===== config.mk =====
export PLATFORM = sky130hd
export DESIGN_NAME = pear_queue
export DESIGN_NICKNAME = d
export VERILOG_FILES = /design/src/rtl/core/pear_pkg.sv /design/src/rtl/core/pear_queue.sv
export VERILOG_INCLUDE_DIRS = /design/src /design/src/rtl/core
export SDC_FILE = /design/constraint.sdc
export NUM_CORES = 1
export LEC_CHECK = 0
export ABC_AREA = 1
export BUFFER_PORTS_ARGS = -buffer_cell sky130_fd_sc_hd__buf_2
export CORE_UTILIZATION = 24
export DETAILED_ROUTE_END_ITERATION = 10
export GPL_TIMING_DRIVEN = 0
export PLACE_DENSITY_LB_ADDON = 0.2
export SYNTH_ARGS = -nofsm -noshare
export SYNTH_HDL_FRONTEND = slang
export SYNTH_SLANG_ARGS = --single-unit

===== constraint.sdc =====
create_clock -name clk -period 4 [get_ports clk]
set_clock_uncertainty 0.05 [all_clocks]
set_input_delay 0.4 -clock clk [delete_from_list [all_inputs] [get_ports clk]]
set_output_delay 0.4 -clock clk [all_outputs]
set_load 0.05 [all_outputs]

===== src/rtl/core/polygon_edge_aspect_ratio_assert.svh =====
// Assertion macros shared by the polygon edge aspect ratio modules.
// Each macro expects clk and rst_n in scope.
`ifndef POLYGON_EDGE_ASPECT_RATIO_ASSERT_SVH
`define POLYGON_EDGE_ASPECT_RATIO_ASSERT_SVH

// Same-cycle implication.
`define PEAR_ASSERT_IMP(lbl, ante, cons, msg) \
  lbl: assert property (@(posedge clk) disable iff (!rst_n) (ante) |-> (cons)) \
    else $error(msg);

// Next-cycle implication.
`define PEAR_ASSERT_NXT(lbl, ante, cons, msg) \
  lbl: assert property (@(posedge clk) disable iff (!rst_n) (ante) |=> (cons)) \
    else $error(msg);

`endif


===== src/rtl/core/pear_pkg.sv =====
`timescale 1ns / 1ps
// ----------------------------------------------------------------------------
// pear_pkg
// Types and constants shared by the polygon edge aspect ratio block.
// ----------------------------------------------------------------------------
package pear_pkg;

  localparam int COORD_BITS = 24;
  localparam int DIFF_W     = COORD_BITS + 1;       // exact coordinate difference
  localparam int SQE_W      = 2 * COORD_BITS + 1;   // one squared difference
  localparam int SQ_W       = 2 * COORD_BITS + 2;   // sum of three squares

  // Queue between front and back (depth must be a power of two).
  localparam int QDEPTH = 4;
  localparam int QPTR_W = $clog2(QDEPTH);
  localparam int QCNT_W = $clog2(QDEPTH + 1);

  // Ratio, divider and root.
  localparam int RATIO_W   = 17;
  localparam int QUO_W     = 2 * RATIO_W;           // quotient padded to whole bit pairs
  localparam int DIV_STEPS = QUO_W - 1;             // quotient bits produced
  localparam int REM_W     = SQ_W + 1;
  localparam int SREM_W    = RATIO_W + 4;
  localparam int STEP_W    = $clog2(DIV_STEPS);

  localparam logic [STEP_W-1:0]  DIV_LAST  = STEP_W'(DIV_STEPS - 1);
  localparam logic [STEP_W-1:0]  ROOT_LAST = STEP_W'(RATIO_W - 1);
  localparam logic [RATIO_W-1:0] RATIO_ONE = RATIO_W'(65536);

  typedef logic signed [COORD_BITS-1:0] coord_t;
  typedef logic signed [DIFF_W-1:0]     diff_t;
  typedef logic [SQE_W-1:0]             sqe_t;
  typedef logic [SQ_W-1:0]              sq_t;
  typedef logic [QCNT_W-1:0]            q_cnt_t;

  typedef struct packed {
    sq_t shortest_sq;
    sq_t longest_sq;
  } edge_pair_t;

  typedef struct packed {
    logic       push;
    edge_pair_t pair;
  } q_push_t;

  typedef struct packed {
    logic       not_empty;
    edge_pair_t pair;
  } q_head_t;

  typedef enum logic [1:0] {
    BK_IDLE,
    BK_DIV,
    BK_ROOT,
    BK_HOLD
  } bk_state_t;

endpackage


===== src/rtl/core/pear_queue.sv =====
`timescale 1ns / 1ps
// ----------------------------------------------------------------------------
// pear_queue
// Short FIFO of finished shortest/longest pairs between front and back.
// ----------------------------------------------------------------------------
`include "polygon_edge_aspect_ratio_assert.svh"

module pear_queue
  import pear_pkg::*;
(
  input  logic    clk,
  input  logic    rst_n,
  input  q_push_t push,
  input  logic    pop,
  output q_cnt_t  count,
  output q_head_t head
);

  edge_pair_t        mem_r [QDEPTH];
  logic [QPTR_W-1:0] wr_ptr_r, rd_ptr_r;
  q_cnt_t            count_r, count_nxt;

  always_comb begin
    case ({push.push, pop})
      2'b10:   count_nxt = count_r + QCNT_W'(1);
      2'b01:   count_nxt = count_r - QCNT_W'(1);
      default: count_nxt = count_r;
    endcase
  end

  always_ff @(posedge clk) begin
    if (!rst_n) begin
      wr_ptr_r <= '0;
      rd_ptr_r <= '0;
      count_r  <= '0;
    end else begin
      if (push.push) wr_ptr_r <= wr_ptr_r + QPTR_W'(1);
      if (pop)       rd_ptr_r <= rd_ptr_r + QPTR_W'(1);
      count_r <= count_nxt;
    end
  end

  always_ff @(posedge clk) begin
    if (push.push) mem_r[wr_ptr_r] <= push.pair;
  end

  assign count          = count_r;
  assign head.not_empty = (count_r != '0);
  assign head.pair      = mem_r[rd_ptr_r];

  `PEAR_ASSERT_IMP(a_no_overflow, push.push && !pop, count_r < QCNT_W'(QDEPTH), "queue overflow")
  `PEAR_ASSERT_IMP(a_no_underflow, pop, count_r != '0, "queue underflow")

endmodule


Word level (Yosys, flattened, before mapping)
Memories as Yosys holds them, arrays and structs flattened. A register that Yosys moved wholly into a read port is not among the register bits.
Cells that the tools add are included.

storage, ports and cells
  memories kept = 1
  register bits = 7
  memory bits (writable) = 400
  word-level logic and storage cells = 17
  input bits = 104
  output and inout bits = 104

memories
  memory  words  width  rd ports  clocked after Yosys merged registers in  wr ports  RTL line          text
  mem_r   4      100    1         1                                        1         pear_queue.sv:19  edge_pair_t mem_r [QDEPTH];

cells by class
  add/sub/neg operators = 4
  muxes and demuxes = 5
  reductions and logical operators = 2
  equal/unequal tests = 2

operators with widths
  cell                 count
  $pmux 3 s2           1
  $add 2x1->2 const B  2
  $mux 2               2
  $add 3x1->3 const B  1
  $reduce_bool 3->1    1
  $sub 3x1->3 const B  1
  $eq 2x1->1 const B   1
  $eq 2x2->1 const B   1
  $mux 1               2
  $reduce_bool 2->1    1

Logic depth before layout (Yosys ltp)
  word-level depth = 3
  mapped depth = 10
  mapped depth without buffers = 10

Least setup slack after synthesis
No wires, ideal clock.

  path type = register to register
  from = reg wr_ptr_r[0]
  to = mem mem_r[2][0] (netlist name) (enable)
  setup time = 453 ps
  buffers on the path = 0
  data required time = 3497 ps
  arrival = 2520 ps
  period minus slack after synthesis = 3023 ps
  stages on the path, launching flop included = 5
  path slack = 977 ps
  cell sequence = dfxtp_1 -> inv_1 -> ha_1 -> nand2_1 -> inv_1

RTL lines
  item                    RTL line          text
  start, declared         pear_queue.sv:20  logic [QPTR_W-1:0] wr_ptr_r, rd_ptr_r;
  start signal, assigned  pear_queue.sv:37  if (push.push) wr_ptr_r <= wr_ptr_r + QPTR_W'(1);
  end, declared           pear_queue.sv:19

Straight into the memory's write port.

==> results by group <==
Power
  – Combinational share of power: 14.4%
  – PD cells: 525 mW/mm^2
  – VDD IR max: 0.366 mV
  – Lkg Pwr: 6.96 nW
  – P_int: 0.00770 W
  – Switching share of power: 26.9%
  – Clk pwr share: 38.7%
  – Power share of the sequential group: 46.9%
  – Net Sw Power: 0.00283 W

Logic synthesis
  – Gate Count Post-Synth: 1,023
  – Ys Warns: 0
  – Net count after synthesis: 1,133
  – Seq/Total Area, Yosys: 79.2%
  – Synth unique cells: 25
  – Post-Syn Area: 0.0154 mm^2
  – Seq cells post-synth: 409
  – Mean Syn Cell Area: 15.0 um^2

Global routing
  – Largest net degree at the start of global routing: 65
  – Global route overflow: 0
  – Vias in the first global route: 10,100
  – Global-route wire length before repair: 62.7 mm
  – Initial antenna violation count: 8
  – GRT Resource Usage Total: 13.2%

Min path
  – End point of the worst hold path: count[2]$_SDFFE_PN0P_
  – Hold path depth: 3
  – Hold Startpoint: rst_n
  – Worst Hold Class: in -> reg

Routing
  – # DRC: 0
  – Routed wire length: 43.5 mm
  – DRT antenna net count: 0
  – DR WL/cell: 19.2 um
  – Initial DRT Pass Iterations: 4
  – DRT iter0 DRCs: 487
  – Via count: 9,682
  – Via density: 4.27

Place
  – GP Congestion: 0.693
  – Inst Count DP: 2,080
  – Dpl hpwl: 24.8 mm
  – Placement Cell Area: 0.0176 mm^2
  – IO buf count: 207

CTS
  – CTS tree: yes
  – CTS Buffer Depth: 3
  – Clk Tree Root Cell: clkbuf_16
  – Reg clk slew, reported paths: 0.06 ns
  – CTS Sinks: 409
  – Cts bufs inserted: 46
  – H-tree level count: 2
  – # Post-CTS Setup Buffers: 0
  – Skew-Pair Late Insertion Delay: 0.57 ns

Timing
  – Rel. slew slack: 39.1%
  – Worst-margin pin slew: 0.908 ns
  – RSZ-0062 raised after global routing: no
  – Period minus WS final: 3.10 ns
  – Final period util: 77.6%
  – Slew Viols, Final: 0
  – Fin. Hold Viols: 0
  – # setup viols final: 0
  – Max Fclk: 0.322 GHz
  – Hold_ws: 0.0783 ns
  – Setup TNS: 0 ns

Worst setup path
  – Maximum fanout along the worst path: 10
  – FF-to-FF path depth: 5
  – Crit. End Element: output pin
  – Worst r2r dst: mem_r[0][81]$_DFFE_PP_
  – Reg-to-reg setup timing slack: 2.01 ns
  – Critical path class: reg -> out
  – Worst path required time: 3.55 ns
  – Worst r2r src: wr_ptr_r[0]$_SDFFE_PN0P_
  – Data arrival, critical path: 2.65 ns
  – Startpoint types: flip-flop

Die
  – Width of the die: 255 um
  – Die Span Y: 255 um
  – Ports: 208
  – Initial core utilization: 24.4%
  – Std-Cell Rows: 92
  – Die area: 0.0651 mm^2
  – Core area: 0.0632 mm^2

Cells and area
  – Commonest non-fill, non-tap cell in the layout: edfxtp_1
  – FILL cells: 6,351
  – Most frequent cells in the layout: edfxtp_1, buf_2, nor2_1
  – Final Instance Area: 0.0201 mm^2
  – Nets: 1,492
  – Layout cells sized above 1: 22.8%
  – Register area: 0.0122 mm^2
  – Area Overhead vs Synth: 30.3%
  – Count of non-filler cells in the finished layout: 2,265
  – Multi-input gate area: 0.00260 mm^2

Job
  – Max cap viols: 0

Run status
  – Status: finished clean
-- critical path: stages, from the launching register on --
cell,delay [ns]
dfxtp_1,0.33
clkinv_1,0.71
clkbuf_1,0.49
o21ai_1,0.17
o22ai_1,0.14
buf_2,0.25
-- worst max-delay path by stage --
stage,slack (ns),endpoint
floorplan,0.98,mem_r[2][0]$_DFFE_PP_
CTS,0.84,head[1]
detailed placement,1.44,head[1]
finish,0.90,head[74]
global placement,-1.26,mem_r[0][23]$_DFFE_PP_
global route,0.72,head[1]
-- routing by layer --
layer | GRT usage [%] | vias up | wire, um
met5 | 0 | - | 65
met4 | 3.71 | 10 | 964
met3 | 3.34 | 70 | 2310
met2 | 21.8 | 207 | 20700
met1 | 17.0 | 4792 | 19500
li1 | - | 4603 | -
-- logic make-up after synthesis --
family	Yosys count	synth area share (%)
simple gates	215	5.29
fa+ha+maj	6	0.537
buf+inv	82	3.88
flops	409	79.2
compound gates	311	11.1
-- registers in the layout, indices dropped and copies added, names as in the netlist, named ones only --
signal	cells
mem_r	400
wr_ptr_r	2
count	3
rd_ptr_r	2
-- synth_stat cells --
cell,count,area [um^2]
o22ai_2,1,12.5
o21ai_0,106,531
dfxtp_1,9,180
buf_6,30,338
nor2_2,1,6.26
fa_1,1,20.0
inv_1,15,56.3
nand3_1,2,10.0
o21ai_1,96,480
o21ai_2,4,35.0
nand2_1,9,33.8
a21oi_1,5,25.0
nand4_1,1,6.26
buf_12,1,20.0
nor2_1,202,758
ha_1,5,62.6
clkbuf_2,8,40.0
clkbuf_1,22,82.6
o22ai_1,99,619
clkinv_1,1,3.75
inv_4,1,6.26
buf_4,1,7.51
edfxtp_1,400,12000
buf_8,1,15.0
clkbuf_8,2,27.5
-- cell type report --
class | count | area share [%]
Sequential cell | 409 | 60.8
Multi-Input combinational cell | 532 | 13.0
Timing Repair Buffer | 311 | 10.7
Clock buffer | 60 | 6.11
Tap cell | 846 | 5.28
Buffer | 65 | 2.65
Clock inverter | 23 | 1.04
Inverter | 17 | 0.431
Antenna cell | 2 | 0.0250
-- metrics by stage --
| step | setup WS (ns) | utilization (%) | power, W |
|---|---|---|---|
| 2_1_floorplan | 0.977 | - | 0.00599 |
| 4_1_cts | 0.845 | 31.7 | 0.0107 |
| 5_1_grt | 0.724 | 31.7 | 0.0109 |
| 6_report | 0.896 | 31.7 | 0.0105 |
| 3_5_place_dp | 1.44 | 27.9 | 0.00650 |
| 3_3_place_gp | -1.26 | 27.7 | 0.00651 |
-- power groups by stage --
stage,combinational (W),clock [W],sequential [W]
after detailed placement,0.00147,0,0.00503
final,0.00152,0.00407,0.00494
after floorplan,0.000947,0,0.00505
after global placement,0.00145,0,0.00506
after global routing,0.00163,0.00435,0.00495
after CTS,0.00156,0.00420,0.00494
-- what timing repair did --
action                    CTS  global route
hold buffers              100             0
hold endpoints to repair  400             0
resized for setup           0             0
(Power assumes the default switching activity.)
