### config.mk
export PLATFORM = sky130hd
export DESIGN_NAME = pear_back
export DESIGN_NICKNAME = d
export VERILOG_FILES = /design/src/rtl/core/pear_pkg.sv /design/src/rtl/core/pear_back.sv
export VERILOG_INCLUDE_DIRS = /design/src /design/src/rtl/core
export SDC_FILE = /design/constraint.sdc
export NUM_CORES = 1
export LEC_CHECK = 0
export BUFFER_PORTS_ARGS = -buffer_cell sky130_fd_sc_hd__buf_2
export CAP_MARGIN = 20
export CORE_MARGIN = 2
export CORE_UTILIZATION = 50
export CTS_CLUSTER_DIAMETER = 40
export DETAILED_ROUTE_END_ITERATION = 6
export HOLD_SLACK_MARGIN = 0.06
export PLACE_DENSITY = 0.75
export SETUP_SLACK_MARGIN = 0.5
export SYNTH_ARGS = -nofsm -noshare
export SYNTH_HDL_FRONTEND = slang
export SYNTH_SLANG_ARGS = --single-unit
### constraint.sdc
create_clock -name clk -period 12.5 [get_ports clk]
set_input_delay 0 -clock clk [delete_from_list [all_inputs] [get_ports clk]]
set_output_delay 0 -clock clk [all_outputs]
set_load 0.01 [all_outputs]
### src/rtl/core/polygon_edge_aspect_ratio_assert.svh
// Assertion macros shared by the polygon edge aspect ratio modules.
// Each macro expects clk and rst_n in scope.
`ifndef POLYGON_EDGE_ASPECT_RATIO_ASSERT_SVH
`define POLYGON_EDGE_ASPECT_RATIO_ASSERT_SVH

// Same-cycle implication.
`define PEAR_ASSERT_IMP(lbl, ante, cons, msg) \
  lbl: assert property (@(posedge clk) disable iff (!rst_n) (ante) |-> (cons)) \
    else $error(msg);

// Next-cycle implication.
`define PEAR_ASSERT_NXT(lbl, ante, cons, msg) \
  lbl: assert property (@(posedge clk) disable iff (!rst_n) (ante) |=> (cons)) \
    else $error(msg);

`endif

### src/rtl/core/pear_pkg.sv
`timescale 1ns / 1ps
// ----------------------------------------------------------------------------
// pear_pkg
// Types and constants shared by the polygon edge aspect ratio block.
// ----------------------------------------------------------------------------
package pear_pkg;

  localparam int COORD_BITS = 24;
  localparam int DIFF_W     = COORD_BITS + 1;       // exact coordinate difference
  localparam int SQE_W      = 2 * COORD_BITS + 1;   // one squared difference
  localparam int SQ_W       = 2 * COORD_BITS + 2;   // sum of three squares

  // Queue between front and back (depth must be a power of two).
  localparam int QDEPTH = 4;
  localparam int QPTR_W = $clog2(QDEPTH);
  localparam int QCNT_W = $clog2(QDEPTH + 1);

  // Ratio, divider and root.
  localparam int RATIO_W   = 17;
  localparam int QUO_W     = 2 * RATIO_W;           // quotient padded to whole bit pairs
  localparam int DIV_STEPS = QUO_W - 1;             // quotient bits produced
  localparam int REM_W     = SQ_W + 1;
  localparam int SREM_W    = RATIO_W + 4;
  localparam int STEP_W    = $clog2(DIV_STEPS);

  localparam logic [STEP_W-1:0]  DIV_LAST  = STEP_W'(DIV_STEPS - 1);
  localparam logic [STEP_W-1:0]  ROOT_LAST = STEP_W'(RATIO_W - 1);
  localparam logic [RATIO_W-1:0] RATIO_ONE = RATIO_W'(65536);

  typedef logic signed [COORD_BITS-1:0] coord_t;
  typedef logic signed [DIFF_W-1:0]     diff_t;
  typedef logic [SQE_W-1:0]             sqe_t;
  typedef logic [SQ_W-1:0]              sq_t;
  typedef logic [QCNT_W-1:0]            q_cnt_t;

  typedef struct packed {
    sq_t shortest_sq;
    sq_t longest_sq;
  } edge_pair_t;

  typedef struct packed {
    logic       push;
    edge_pair_t pair;
  } q_push_t;

  typedef struct packed {
    logic       not_empty;
    edge_pair_t pair;
  } q_head_t;

  typedef enum logic [1:0] {
    BK_IDLE,
    BK_DIV,
    BK_ROOT,
    BK_HOLD
  } bk_state_t;

endpackage

### src/rtl/core/pear_back.sv
`timescale 1ns / 1ps
// ----------------------------------------------------------------------------
// pear_back
// Divides shortest by longest squared edge one quotient bit a cycle, takes
// the square root one bit a cycle, and holds the result word.
// ----------------------------------------------------------------------------
`include "polygon_edge_aspect_ratio_assert.svh"

module pear_back
  import pear_pkg::*;
(
  input  logic               clk,
  input  logic               rst_n,
  input  q_head_t            head,
  output logic               pop,
  output logic               out_valid,
  input  logic               out_stall,
  output logic [RATIO_W-1:0] out_ratio,
  output logic               out_degenerate
);

  bk_state_t          state_r, state_nxt;
  logic [STEP_W-1:0]  step_r, step_nxt;
  logic [REM_W-1:0]   rem_r, rem_nxt;
  sq_t                den_r, den_nxt;
  logic [QUO_W-1:0]   quo_r, quo_nxt;
  logic [SREM_W-1:0]  srem_r, srem_nxt;
  logic [RATIO_W-1:0] root_r, root_nxt;
  logic               deg_r, deg_nxt;
  logic               out_valid_r, out_valid_nxt;
  logic [RATIO_W-1:0] out_ratio_r, out_ratio_nxt;
  logic               out_deg_r, out_deg_nxt;

  logic               out_free;
  logic [REM_W-1:0]   div_sh;
  logic               div_ge;
  logic [SREM_W-1:0]  root_sh, root_trial;
  logic               root_ge;

  assign out_free = !out_valid_r || !out_stall;

  // Restoring divide: no shift on the first step, since shortest <= longest.
  assign div_sh = (step_r == '0) ? rem_r : {rem_r[REM_W-2:0], 1'b0};
  assign div_ge = (div_sh >= {1'b0, den_r});

  // Digit-by-digit root, one bit pair of the quotient per step.
  assign root_sh    = {srem_r[SREM_W-3:0], quo_r[QUO_W-1 -: 2]};
  assign root_trial = SREM_W'({root_r, 2'b01});
  assign root_ge    = (root_sh >= root_trial);

  always_comb begin
    state_nxt = state_r;
    case (state_r)
      BK_IDLE: begin
        if (head.not_empty) begin
          state_nxt = (head.pair.longest_sq == '0) ? BK_HOLD : BK_DIV;
        end
      end
      BK_DIV: begin
        if (step_r == DIV_LAST) state_nxt = BK_ROOT;
      end
      BK_ROOT: begin
        if (step_r == ROOT_LAST) state_nxt = BK_HOLD;
      end
      BK_HOLD: begin
        if (out_free) state_nxt = BK_IDLE;
      end
      default: state_nxt = BK_IDLE;
    endcase
  end

  always_comb begin
    pop           = 1'b0;
    step_nxt      = step_r;
    rem_nxt       = rem_r;
    den_nxt       = den_r;
    quo_nxt       = quo_r;
    srem_nxt      = srem_r;
    root_nxt      = root_r;
    deg_nxt       = deg_r;
    out_valid_nxt = out_valid_r && out_stall;
    out_ratio_nxt = out_ratio_r;
    out_deg_nxt   = out_deg_r;
    case (state_r)
      BK_IDLE: begin
        if (head.not_empty) begin
          pop      = 1'b1;
          step_nxt = '0;
          rem_nxt  = {1'b0, head.pair.shortest_sq};
          den_nxt  = head.pair.longest_sq;
          quo_nxt  = '0;
          root_nxt = '0;
          deg_nxt  = (head.pair.longest_sq == '0);
        end
      end
      BK_DIV: begin
        rem_nxt  = div_ge ? (div_sh - {1'b0, den_r}) : div_sh;
        quo_nxt  = {quo_r[QUO_W-2:0], div_ge};
        step_nxt = (step_r == DIV_LAST) ? '0 : step_r + STEP_W'(1);
        srem_nxt = '0;
      end
      BK_ROOT: begin
        srem_nxt = root_ge ? (root_sh - root_trial) : root_sh;
        root_nxt = {root_r[RATIO_W-2:0], root_ge};
        quo_nxt  = {quo_r[QUO_W-3:0], 2'b00};
        step_nxt = step_r + STEP_W'(1);
      end
      BK_HOLD: begin
        if (out_free) begin
          out_valid_nxt = 1'b1;
          out_ratio_nxt = root_r;
          out_deg_nxt   = deg_r;
        end
      end
      default: begin
        pop = 1'b0;
      end
    endcase
  end

  always_ff @(posedge clk) begin
    if (!rst_n) begin
      state_r     <= BK_IDLE;
      step_r      <= '0;
      out_valid_r <= 1'b0;
    end else begin
      state_r     <= state_nxt;
      step_r      <= step_nxt;
      out_valid_r <= out_valid_nxt;
    end
  end

  always_ff @(posedge clk) begin
    rem_r       <= rem_nxt;
    den_r       <= den_nxt;
    quo_r       <= quo_nxt;
    srem_r      <= srem_nxt;
    root_r      <= root_nxt;
    deg_r       <= deg_nxt;
    out_ratio_r <= out_ratio_nxt;
    out_deg_r   <= out_deg_nxt;
  end

  assign out_valid      = out_valid_r;
  assign out_ratio      = out_ratio_r;
  assign out_degenerate = out_deg_r;

  `PEAR_ASSERT_IMP(a_deg_zero, out_valid_r && out_deg_r, out_ratio_r == '0, "degenerate ratio not zero")
  `PEAR_ASSERT_IMP(a_ratio_max, out_valid_r, out_ratio_r <= RATIO_ONE, "ratio above one")

endmodule

# Word-level counts from Yosys, hierarchy flattened
# Index checks and enable logic that the tools add are counted.
# W data, S select, Z words.
op_classes:
  addsub: 3
  order_cmp: 2
  n_eq_ne: 9
  n_mux: 23
  n_reduce_logical: 17
ops:
  columns: ["cell", "count"]
  rows:
  - ["$mux W51", 3]
  - ["$pmux W34 S3", 1]
  - ["$pmux W51 S2", 1]
  - ["$ge A51 B50 Y1", 1]
  - ["$sub A51 B50 Y51", 1]
  - ["$logic_not A50 Y1", 1]
  - ["$pmux W19 S2", 1]
  - ["$mux W34", 1]
  - ["$pmux W17 S2", 1]
  - ["$ge A21 B19 Y1", 1]
  - ["$mux W19", 1]
  - ["$sub A19 B19 Y19", 1]
  - ["$pmux W6 S3", 1]
  - ["$mux W17", 1]
  - ["$mux W6", 2]
  - ["$mux W2", 5]
  - ["$reduce_and A2 Y1", 5]
  - ["$ne A2 B2 Y1 const B", 4]
  - ["$pmux W2 S4", 1]
  - ["$add A6 B1 Y6 const B", 1]
  - ["$eq A6 B5 Y1 const B", 1]
  - ["$eq A6 B6 Y1 const B", 1]
  - ["$logic_not A6 Y1", 1]
  - ["$reduce_bool A2 Y1", 3]
  - ["other kinds (9)", 14]
totals:
  register_bits: 199
  inputBits: 104
  out_inout_bits: 20
  word_cells: 65

# Logic depth before layout (Yosys ltp)
logic_depth:
  ltp_word: 5
  ltp_mapped: 20
  mapped_depth_nobuf: 18

# Worst setup path before layout
# No wires, ideal clock.
synth_path:
  path_type: "register to register"
  startpoint: "register state_r[1]"
  endpoint: "register rem_r[0] (enable)"
  setup_time_ns: 0.530
  t_arrival_ns: 4.480
  slack_ns: 7.489
  stages_incl_launch_ff: 6
  synth_period_minus_slack_ns: 5.011
  cell_sequence: "dfxtp_1 -> inv_1 -> ha_1 -> clkbuf_1 -> inv_1 -> o21ai_0"
synth_between:
  elab_chain_len: 3
  elab_cells_between_ends: 5
  classes_between: "eq/ne: 2; reduce/logical: 3"
synth_rtl:
  columns: ["item", "line_no", "rtl"]
  rows:
  - ["start, declared", "pear_back.sv:22", "bk_state_t state_r, state_nxt;"]
  - ["start signal, assigned", "pear_back.sv:127", "state_r <= state_nxt;"]
  - ["$eq A2 B1 Y1 / $logic_not A2 Y1 (equally long branches)", "pear_back.sv:84", "case (state_r)"]
  - ["$reduce_bool A2 Y1 (no source line) / $ne A2 B2 Y1 (equally long branches)", null, null]
  - ["$reduce_and A2 Y1 (no source line) (*)", null, null]
  - ["end signal, assigned", "pear_back.sv:134", "rem_r <= rem_nxt;"]
  - ["end, declared", "pear_back.sv:24", "logic [REM_W-1:0] rem_r, rem_nxt;"]
# Mark *: on every way between the ends. The rest lies on a longest branch, timed or not.
# A chain may end at the register's enable or synchronous reset.

# Worst setup path after layout
layout_path:
  startpoint: "register step_r[0]"
  endpoint: "register rem_r[50] (data pin)"
layout_between:
  elab_chain_len: 5
  elab_cells_between_ends: 6
  classes_between: "add/sub: 1; order compare: 1; mux: 3; reduce/logical: 1"
layout_rtl:
  columns: ["item", "line_no", "rtl"]
  rows:
  - ["start, declared", "pear_back.sv:23", "logic [STEP_W-1:0] step_r, step_nxt;"]
  - ["start signal, assigned", "pear_back.sv:128", "step_r <= step_nxt;"]
  - ["$logic_not A6 Y1 (*)", "pear_back.sv:43", "assign div_sh = (step_r == '0) ? rem_r : {rem_r[REM_W-2:0], 1'b0};"]
  - ["$mux W51 (*)", "pear_back.sv:43", null]
  - ["$sub A51 B50 Y51 / $ge A51 B50 Y1 (equally long branches)", "pear_back.sv:97, pear_back.sv:44", null]
  - ["$mux W51 (*)", "pear_back.sv:97", "rem_nxt = div_ge ? (div_sh - {1'b0, den_r}) : div_sh;"]
  - ["$pmux W51 S2 (*)", "pear_back.sv:84", null]
# Marked as above.

==> metrics.md <==
| Metric | Value |
|---|---|
| Outcome | finished clean |
| GRT overflow | 0 |
| Sequential share of power | 28.4% |
| Vias in the first global route | 10,000 |
| Post-CTS Resized | 0 |
| Synthesized area per cell | 10.1 µm² |
| Critical Path Start Type | flop |
| Max IR drop VDD | 0.142 mV |
| Syn_nets | 1,429 |
| Post-synth top area share | 45.1% |
| Worst hold path class | in -> reg |
| Post-Syn Instances | 1,249 |
| RSZ-0062 raised after global routing | no |
| Sw Ratio | 44.0% |
| Synthesized flop and latch total | 199 |
| CP Data Required Time | 12.69 ns |
| R2r endpoint | rem_r[50] |
| Row count | 58 |
| Vias | 10,100 |
| Clock Skews | 0.0107 ns |
| Initial core utilization | 50.5% |
| Post-synth cell types | 75 |
| Post-synth top area cell | edfxtp_1 |
| Layout cells sized above 1 | 16.8% |
| CTS tree | yes |
| Worst-path clk slew | 0.07 ns |
| WS Path Type | reg -> reg |
| Switch Pwr | 1.84 mW |
| Nets | 1,630 |
| Number of synthesized flops with an enable pin | 190 |
| Die Width | 163 µm |
| Final hold violations | 0 |
| Most frequent cells in the layout | edfxtp_1 (190), nor2_1 (162), a21oi_1 (144) |
| Root Driver | clkbuf_16 |
| Async SR Flop Fraction | 0% |
| Routability cong. | 0.871 |
| Comb pwr share | 59.0% |
| Detailed Place HPWL | 19.7 mm |
| Clock tree buffer depth | 2 |
| Routed vias/inst | 5.63 |
| Residual DRC count | 0 |
| Total power | 4.18 mW |
| Main area contributors after synthesis | edfxtp_1 (45%), ha_1 (7.4%), a21oi_1 (5.7%) |
| Worst setup EP type | flop |
| Max-Cap Viols | 0 |
| Largest net degree at the start of global routing | 100 |
| Worst slew margin | 29.0% |
| Final ANT Viol Nets | 0 |
| FF-to-FF path depth | 18 |
| Initial DRC Count | 700 |
| Cell Area, Synth | 12,700 µm² |
| Cell Int Power | 2.34 mW |
| Final Critical Period | 5.05 ns |
| First-pass GRT wire length | 47.7 mm |
| Core area | 25,000 µm² |
| Commonest non-fill, non-tap cell in the layout | edfxtp_1 |
| Critical R2R Launch | step_r[0] |
| Crit path from | step_r[0] |
| Overall routing resource usage | 22.3% |
| Wire length per cell | 16.6 µm |
| Initial antenna violation count | 0 |
| # setup viols final | 0 |
| Ys flop type | edfxtp_1 |
| Post-Route WL | 29.7 mm |
| Num CTS Buffers | 17 |
| Die Height | 163 µm |
| Die area | 26,600 µm² |
| Flop2flop setup slack | 7.45 ns |
| Leak Pwr | 6.14 nW |
| CP arrival | 5.24 ns |
| Pins Over Slew Limit | 0 |
| Cell Pwr Density | 275 nW/µm² |
| Worst skew pair latency | 0.44 ns |
| Post-CTS setup buffers | 0 |
| Area grow syn2layout | 19.9% |
| Clock share of power | 12.6% |
| Fmax | 198 MHz |
| TritonCTS Sinks | 199 |
| H-tree depth | 4 |
| Worst slew pin tran | 1.06 ns |
| End point of the critical path | rem_r[50] |
| YS warnings | 0 |
| # fillers | 2,045 |
| Final setup TNS | 0 ns |
| # IOs | 124 |
| WHS Path Cells | 5 |
| # port buffers | 123 |
| Seq/Total Area, Yosys | 46.5% |
| Max FO, Critical Path | 52 |
| Antenna diode count | 0 |
| Hold Buf Count CTS | 102 |
| Fin crit share | 40.4% |
| Drt first pass iters | 5 |
[registers in the layout (all words and copies together) (netlist names)]
signal	flops
out_ratio	17
den_r	50
quo_r	34
step_r	6
state_r	2
out_valid	1
rem_r	51
out_degenerate	1
srem_r	19
deg_r	1
root_r	17
[how the worst min path moves through the flow]
stage	slack (ns)	start	to
global placement	0.19	head[33]	den_r[33]
global route	0.28	head[100]	state_r[0]
CTS	0.13	head[100]	state_r[0]
finish	0.23	head[100]	state_r[0]
floorplan	0.1	head[0]	den_r[0]
detailed placement	0.19	head[29]	den_r[29]
[synthesized netlist by cell type (10+ instances only)]
| master | count |
|---|---|
| a21o_1 | 34 |
| a21oi_1 | 145 |
| a22o_1 | 32 |
| buf_2 | 10 |
| clkbuf_1 | 38 |
| edfxtp_1 | 190 |
| ha_1 | 75 |
| inv_1 | 83 |
| mux2_2 | 51 |
| mux2i_1 | 23 |
| nand2_1 | 59 |
| nand2b_1 | 10 |
| nand3_1 | 15 |
| nand4_1 | 17 |
| nor2_1 | 162 |
| nor2b_1 | 19 |
| nor3_1 | 14 |
| nor4_1 | 16 |
| o21a_1 | 15 |
| o21ai_0 | 43 |
| xnor2_1 | 39 |
| xor2_1 | 18 |
[cell families (layout without fill, tap and decap cells)]
family                   after synthesis  count (layout)  synth area share, %
buffers and inverters                140             354                 4.53
XOR/XNOR                              57              57                 3.95
multiplexers                          75              75                 6.48
adder cells (fa/ha/maj)               76              76                 7.58
flip-flops                           199             199                 46.5
AO/OA/AOI/OAI                        349             349                 17.8
AND/OR/NAND/NOR                      353             353                 13.1
[power groups by stage]
| stage | clock, mW | combinational (mW) | sequential [mW] |
|---|---|---|---|
| global route | 0.555 | 2.74 | 1.21 |
| global placement | 0 | 2.36 | 1.19 |
| CTS | 0.533 | 2.44 | 1.19 |
| floorplan | 0 | 1.95 | 1.17 |
| finish | 0.526 | 2.46 | 1.19 |
| detailed placement | 0 | 2.40 | 1.20 |
[critical path, cell delays in order, from the launching register on]
cell     delay, ns
dfxtp_1       0.34
inv_1         0.07
ha_1          0.16
nand2_1       0.08
nor3_2        0.11
buf_4         0.59
mux2_2        0.42
ha_1          0.39
and4_1        0.25
nand3_1       0.12
a21oi_1       0.21
nor3b_2       0.12
o41ai_4       0.42
a21oi_2       0.19
o21ai_2       0.25
a21oi_4       0.08
buf_4         0.29
or4_1         0.50
and3_1        0.17
[metal layers]
layer	vias up	track usage, %	part of all wire (%)
met5	-	0	0
met4	0	8.57	2.6
met1	4791	27.5	43
met2	271	39.4	50
li1	4982	-	-
met3	50	3.53	4.6
[layout make-up]
class,count,area [µm²],area share [%]
clock buffer,17,425,2.80
clock inverter,15,121,0.800
inverter,84,315,2.08
multi-input combinational,910,6230,41.1
sequential,199,5890,38.8
tap,330,413,2.72
timing repair buffer,238,1770,11.7
[stage by stage]
step / instance area (µm²) / setup WS [ns] / hold slack, ns / util (%) / std cells
floorplan: 12700 / 7.49 / 0.0989 / - / 1249
detailed placement: 13500 / 7.46 / 0.193 / 54.1 / 1657
global route: 15200 / 7.17 / 0.275 / 60.6 / 1793
CTS: 15100 / 7.46 / 0.131 / 60.4 / 1791
finish: 15200 / 7.45 / 0.230 / 60.6 / 1793
global placement: 13500 / 7.59 / 0.192 / 54.1 / 1657
Note: power is estimated with default switching activity, not from simulation.
